### config.mk
export PLATFORM = sky130hd
export DESIGN_NAME = sdht_cell
export DESIGN_NICKNAME = d
export VERILOG_FILES = /design/src/design/sorted_date_history_table_assert.svh /design/src/design/sdht_pkg.sv /design/src/design/sdht_cell.sv
export SDC_FILE = /design/constraint.sdc
export NUM_CORES = 1
export LEC_CHECK = 0
export BUFFER_PORTS_ARGS = -buffer_cell sky130_fd_sc_hd__buf_2
export CAP_MARGIN = 15
export CELL_PAD_IN_SITES_DETAIL_PLACEMENT = 1
export CELL_PAD_IN_SITES_GLOBAL_PLACEMENT = 2
export CORE_MARGIN = 2
export CORE_UTILIZATION = 26
export DETAILED_ROUTE_END_ITERATION = 7
export PLACE_DENSITY_LB_ADDON = 0.1
export SLEW_MARGIN = 20
export SYNTH_ARGS = -nofsm -noshare
export SYNTH_HDL_FRONTEND = slang
export SYNTH_SLANG_ARGS = --single-unit
### constraint.sdc
create_clock -name clock -period 10.6 [get_ports clock]
set_clock_uncertainty 0.05 [all_clocks]
set_input_delay 1.59 -clock clock [delete_from_list [all_inputs] [get_ports clock]]
set_output_delay 1.59 -clock clock [all_outputs]
set_load 0.005 [all_outputs]
### src/design/sorted_date_history_table_assert.svh
// Assertion macros shared by the history table RTL.
`ifndef SORTED_DATE_HISTORY_TABLE_ASSERT_SVH
`define SORTED_DATE_HISTORY_TABLE_ASSERT_SVH

`ifndef NO_ASSERTIONS

// Check an expression at every clock edge outside reset.
`define SDHT_ASSERT_ALWAYS(name, clk, rst, expr) \
   name: assert property (@(posedge clk) disable iff (rst) (expr)) \
      else $error("sdht: invariant violated");

// Check a consequence in the same cycle as its cause.
`define SDHT_ASSERT_IMPLIES(name, clk, rst, ante, cons) \
   name: assert property (@(posedge clk) disable iff (rst) (ante) |-> (cons)) \
      else $error("sdht: same-cycle implication violated");

// Check a consequence in the cycle after its cause.
`define SDHT_ASSERT_NEXT(name, clk, rst, ante, cons) \
   name: assert property (@(posedge clk) disable iff (rst) (ante) |=> (cons)) \
      else $error("sdht: next-cycle implication violated");

`else

`define SDHT_ASSERT_ALWAYS(name, clk, rst, expr)
`define SDHT_ASSERT_IMPLIES(name, clk, rst, ante, cons)
`define SDHT_ASSERT_NEXT(name, clk, rst, ante, cons)

`endif

`endif

### src/design/sdht_pkg.sv
package sdht_pkg;

   localparam int DEFAULT_DEPTH = 64;

   localparam int YEAR_W        = 12;
   localparam int MONTH_W       = 4;
   localparam int DAY_W         = 5;
   localparam int DATE_W        = YEAR_W + MONTH_W + DAY_W;
   localparam int HANDLE_W      = 32;
   localparam int ENTRY_INDEX_W = 6;
   localparam int ENTRY_COUNT_W = 7;

   typedef enum logic [1:0] {
      REQ_INSERT = 2'd0,
      REQ_REMOVE = 2'd1,
      REQ_LOOKUP = 2'd2,
      REQ_READ   = 2'd3
   } req_code_type;

   typedef enum logic [1:0] {
      ST_DONE      = 2'd0,
      ST_DUPLICATE = 2'd1,
      ST_MISSING   = 2'd2,
      ST_FULL      = 2'd3
   } status_code_type;

   typedef struct packed {
      req_code_type                   req_type;
      logic [YEAR_W-1:0]              year;
      logic [MONTH_W-1:0]             month;
      logic [DAY_W-1:0]               day;
      logic [HANDLE_W-1:0]            value_handle;
      logic [ENTRY_INDEX_W-1:0]       entry_index;
   } sdht_req_type;

   typedef struct packed {
      status_code_type                status;
      logic [HANDLE_W-1:0]            found_handle;
      logic [YEAR_W-1:0]              found_year;
      logic [MONTH_W-1:0]             found_month;
      logic [DAY_W-1:0]               found_day;
      logic [ENTRY_COUNT_W-1:0]       entry_count;
   } sdht_rsp_type;

   // One stored entry: packed date key and its handle.
   typedef struct packed {
      logic [DATE_W-1:0]              date;
      logic [HANDLE_W-1:0]            handle;
   } entry_type;

   // Partial answer handed from cell to cell along the chain.
   typedef struct packed {
      logic                           hit;
      logic                           eq;
      entry_type                      ent;
   } token_type;

   // Request context broadcast to every cell.
   typedef struct packed {
      req_code_type                   code;
      logic [DATE_W-1:0]              key;
      logic [HANDLE_W-1:0]            handle;
      logic [ENTRY_INDEX_W-1:0]       idx;
      logic                           ins_commit;
      logic                           rem_commit;
   } cell_ctrl_type;

   function automatic logic [DATE_W-1:0] pack_date(
      input logic [YEAR_W-1:0]  y,
      input logic [MONTH_W-1:0] m,
      input logic [DAY_W-1:0]   d
   );
      return {y, m, d};
   endfunction

endpackage

### src/design/sdht_cell.sv
module sdht_cell import sdht_pkg::*; #(
   parameter int INDEX = 0,
   parameter int CNT_W = $clog2(DEFAULT_DEPTH + 1)
) (
   input  logic             clock,
   input  cell_ctrl_type    ctrl,
   input  logic [CNT_W-1:0] count,
   input  entry_type        left_ent,
   input  logic             left_lt,
   input  entry_type        right_ent,
   input  token_type        tok_in,
   output entry_type        ent_out,
   output logic             lt_out,
   output token_type        tok_out
);

   localparam bit ADDRESSABLE = (INDEX < (1 << ENTRY_INDEX_W));

   entry_type ent_ff, ent_in;
   token_type tok_ff, tok_in_nxt;
   logic      valid, lt, eq, idx_hit, take;

   assign valid   = count > CNT_W'(INDEX);
   assign lt      = valid && (ent_ff.date < ctrl.key);
   assign eq      = valid && (ent_ff.date == ctrl.key);
   assign idx_hit = ADDRESSABLE && (ctrl.idx == ENTRY_INDEX_W'(INDEX));

   always_comb begin
      case (ctrl.code)
         REQ_LOOKUP: take = lt || eq;
         REQ_READ:   take = valid && idx_hit;
         default:    take = 1'b0;
      endcase
   end

   // Later cells hold later dates, so the last taker along the chain wins.
   always_comb begin
      tok_in_nxt    = tok_in;
      tok_in_nxt.eq = tok_in.eq || eq;
      if (take) begin
         tok_in_nxt.hit = 1'b1;
         tok_in_nxt.ent = ent_ff;
      end
   end

   // Insert: open a gap at the first entry not below the key.
   // Remove: close the gap from the matching entry onward.
   always_comb begin
      ent_in = ent_ff;
      if (ctrl.ins_commit && !lt) begin
         if (left_lt) begin
            ent_in.date   = ctrl.key;
            ent_in.handle = ctrl.handle;
         end else begin
            ent_in = left_ent;
         end
      end else if (ctrl.rem_commit && valid && !lt) begin
         ent_in = right_ent;
      end
   end

   always_ff @(posedge clock) begin
      ent_ff <= ent_in;
      tok_ff <= tok_in_nxt;
   end

   assign ent_out = ent_ff;
   assign lt_out  = lt;
   assign tok_out = tok_ff;

endmodule
---- Word level (Yosys, flattened, before mapping) ----
Index checks and enable logic that the tools add are counted.
storage, ports and cells
  flip-flop bits (word level) ............. 108
  word-level logic and storage cells ...... 27
  output and inout bits ................... 109
cells by class
  magnitude comparators ................... 2
  reduce and logical (&&, ||, !) cells .... 11
  mux-type cells .......................... 5
  equality and inequality tests ........... 3
operator list
  operator                                                        number
  two-way mux 53 bit                                              4
  == test 21 bit                                                  1
  less-than comparator 21 bit                                     1
  greater-than comparator 7 x 1 -> 1 bit (second input constant)  1
  logical AND 1 bit                                               6
  logical NOT 6 bit                                               1
  == test 2 bit (second input constant)                           2
  logical OR 1 bit                                                2
  one-hot mux 1 bit (2 select lines)                              1
  nonzero test 2 bit                                              1
  logical NOT 1 bit                                               1

---- Longest topological paths before layout ----
  depth after elaboration ................. 6
  gate-level depth with buffers ........... 10

---- Least setup slack after synthesis ----
OpenSTA, ideal clock, no wires.
  path kind ............................... input to register
  from .................................... input ctrl[59] (netlist bit)
  to ...................................... register ent_ff (netlist bit ent_out[0]) (enable)
  path slack .............................. 5.135 ns
  arrival ................................. 4.951 ns
  cell stages on the path ................. 7
  path buffers ............................ 0
  cells stage by stage .................... inv_1 -> ha_1 -> nand4_2 -> nor4_2 -> a21boi_2 -> nor3_2 -> nor2_1
on the way
  word-level cells in the longest chain between the ends .. 5
ends and longest elaborated chain
  element                                      line                              source
  start, declared                              sdht_cell.sv:6                    input cell_ctrl_type ctrl,
  less-than comparator 21 bit *                sdht_cell.sv:24                   assign lt = valid && (ent_ff.date < ctrl.key);
  logical AND 1 bit *                          sdht_cell.sv:24
  net lt_out                                   sdht_cell.sv:13                   output logic lt_out,
  logical NOT 1 bit *                          sdht_cell.sv:50, sdht_cell.sv:57
  logical AND 1 bit, on equally long branches  sdht_cell.sv:50, sdht_cell.sv:57
  nonzero test 2 bit (no line) *               --
  end signal, assigned                         sdht_cell.sv:63                   ent_ff <= ent_in;
  end, declared                                sdht_cell.sv:19                   entry_type ent_ff, ent_in;
Mark *: on every way through the listed nets, which the timed path passes. The rest lies on a longest branch.
A chain may end at the register's enable or synchronous reset.

---- Worst setup path in the final report ----
  from .................................... input ctrl[59] (netlist bit)
  to ...................................... output lt_out
on the way
  word-level cells in the longest chain between the ends .. 2
ends and longest elaborated chain
  element                      line
  less-than comparator 21 bit  sdht_cell.sv:24
  logical AND 1 bit            sdht_cell.sv:24
  end, declared                sdht_cell.sv:13
No other way between the ends.

==> out/qor.csv <==
metric,value,unit
total wire length,18600,um
first-pass GRT wire length,28000,um
Clock Path Buffers,2,
drt first pass iters,4,
yosys warns,0,
Rows,51,
Post-Syn Area per Cell,12.1,um^2
layer carrying the most global-route usage,met2,
fin crit share,0.471,
TNS Setup,0,ns
FF-to-FF End,tok_out[1],
Hold Fails Final Rpt,0,
NumNets Final,1019,
outcome,"complete, no violations",
Starting Density,0.267,
hold worst-path end,tok_out[8],
Core Region,19700,um^2
total track usage,0.170,
mapped cell area,5250,um^2
type of origin of the critical path,input pin,
placed instance area,7200,um^2
"reg-to-reg slack, setup",7.19,ns
share of layout cells above drive strength 1,0.542,
Main synth FF type,dfxtp_1,
fin area,7540,um^2
# clock sinks,108,
leak pwr,0.00378,uW
met2 GRT Util,0.318,
reg2reg start,ent_out[51],
CTS H-tree lvls,3,
Max Cap Violations,0,
clock latency on the worst-skew pair,0.35,ns
chip height,146,um
syn nets,686,
pwr dens,157,nW/um^2
setup violators final,0,
share of the yosys chip area belonging to registers,0.513,
Port Buffer Count,341,
Slew HR,0.335,
root buf cell,clkbuf_16,
met3 usage,0.0481,
initial antenna violation count,3,
Post-DP HPWL,14500,um
clock-pin slew on the worst setup and hold paths,0.08,ns
GR Layer Usage met1,0.181,
Post-synth EDFFs,53,
Max VDD drop,0.0640,mV
CP max FO,3,
post-synthesis async set-or-reset flop share,0,
Resized Gates After CTS,0,
hold path start,ent_out[8],
Hold Buf Count CTS,0,
vias,4552,
WHS Path Cells,1,
FF-to-FF path depth,8,
CTS buffer count,9,
Hold Crit Class,register to register,
CP endpoint kind,primary output,
#FFs+latches synth,108,
Final Max Slew Viols,0,
FMAX,200,MHz
worst path required time,8.96,ns
Mapped Cells,432,
number of global-route vias before repair,5048,
# Post-CTS Setup Buffers,0,
Synth cell types,36,
DRC,0,
drt initial violations,97,
pin count of the biggest net entering global routing,75,
Setup CP Type,input pin to primary output,
minimum clock period,4.99,ns
Vias/cell,4.39,
CP arrival,3.35,ns
total die area,21300,um^2
die width,146,um
Final Wtd Congestion,0.763,
num ports,342,
CTS tree,yes,
Slew @ Worst Pin,0.997,ns
RSZ-0062 raised after global routing,no,
ANT nets after route,0,
Area Overhead vs Synth,43.7,%
total grt overflow,0,
wire per inst,17.9,um
## cell usage in the layout, fill, tap and decap left out, types with 9 or more instances in the layout
cell,Yosys,routed
buf_2,5,340
nand2_1,59,59
dfxtp_1,55,55
o21ai_1,54,54
mux2i_1,53,53
edfxtp_1,53,53
mux2_4,49,49
inv_1,21,21
ha_1,21,21
a21oi_1,10,10
clkbuf_16,0,9
## per-stage QoR
| step | std cells | util | power, uW | setup WS (ns) | hold WS, ns |
|---|---|---|---|---|---|
| after floorplan | 432 | - | 697 | 5.13 | 0.436 |
| after global placement | 1018 | 0.366 | 839 | 5.65 | 0.424 |
| after detailed placement | 1018 | 0.366 | 848 | 5.61 | 0.437 |
| after CTS | 1034 | 0.382 | 1210 | 5.61 | 0.458 |
| after global routing | 1036 | 0.383 | 1260 | 5.51 | 0.477 |
| final | 1038 | 0.383 | 1190 | 5.61 | 0.453 |
## state kept, by name, summed over array words and instances, names as in the netlist
name / cells
tok_out: 55
ent_out: 53
## Yosys cell counts (2+ instances only)
master | instances | area, um^2
a21o_1 | 2 | 15.0
a21oi_1 | 10 | 50.1
and2_1 | 2 | 12.5
buf_2 | 5 | 25.0
buf_6 | 5 | 56.3
clkbuf_1 | 12 | 45.0
dfxtp_1 | 55 | 1100
edfxtp_1 | 53 | 1590
ha_1 | 21 | 263
inv_1 | 21 | 78.8
mux2_1 | 4 | 45.0
mux2_4 | 49 | 736
mux2i_1 | 53 | 531
nand2_1 | 59 | 221
nand3_1 | 2 | 10.0
nand4_1 | 3 | 18.8
nor2_1 | 2 | 7.51
nor3_1 | 3 | 15.0
o21ai_1 | 54 | 270
## per-layer routing
layer | part of all wire | routed length, um
met5 | 0.00070 | 13
met1 | 0.39 | 7190
met4 | 0.024 | 440
met2 | 0.52 | 9640
met3 | 0.070 | 1290
## power breakdown
group          switching [uW]  internal, uW  leakage (uW)
clock network             169           188      0.000152
logic                     145           144       0.00266
registers                28.6           512      0.000969
total                     342           844       0.00378
## area by class of cell
| type | instances | area [um^2] |
|---|---|---|
| Multi-Input combinational cell | 280 | 2370 |
| Inverter | 21 | 78.8 |
| Timing Repair Buffer | 345 | 1750 |
| Clock buffer | 9 | 225 |
| Antenna cell | 3 | 7.51 |
| Fill cell | 2312 | 12100 |
| Clock inverter | 7 | 82.6 |
| Tap cell | 265 | 332 |
| Sequential cell | 108 | 2690 |
## logic make-up (layout without fill, tap and decap cells)
logic type | Yosys count | after routing | share of synthesized area
DFF | 108 | 108 | 0.513
AOI/OAI and AO/OA | 75 | 75 | 0.0797
buffers and inverters | 44 | 382 | 0.0406
adders and majority gates | 21 | 21 | 0.0501
and+or+nand+nor | 78 | 78 | 0.0663
other | 0 | 3 | 0
muxes | 106 | 106 | 0.250
## worst max-delay path, cell delays in order
cell      delay [ns]
buf_2           0.10
inv_1           0.04
ha_1            0.33
a21oi_1         0.17
a21boi_1        0.10
a2111o_1        0.45
nor3_2          0.37
buf_2           0.20
## how the worst max path moves through the flow
stage	depth (start not counted)	slack (ns)	endpoint	start
after floorplan	7	5.13	ent_out[0]	ctrl[59]
after global placement	8	5.65	lt_out	ctrl[48]
after detailed placement	8	5.61	lt_out	ctrl[46]
after CTS	8	5.61	lt_out	ctrl[46]
after global routing	8	5.51	lt_out	ctrl[59]
final	8	5.61	lt_out	ctrl[59]
Note: power is estimated with default switching activity, not from simulation.
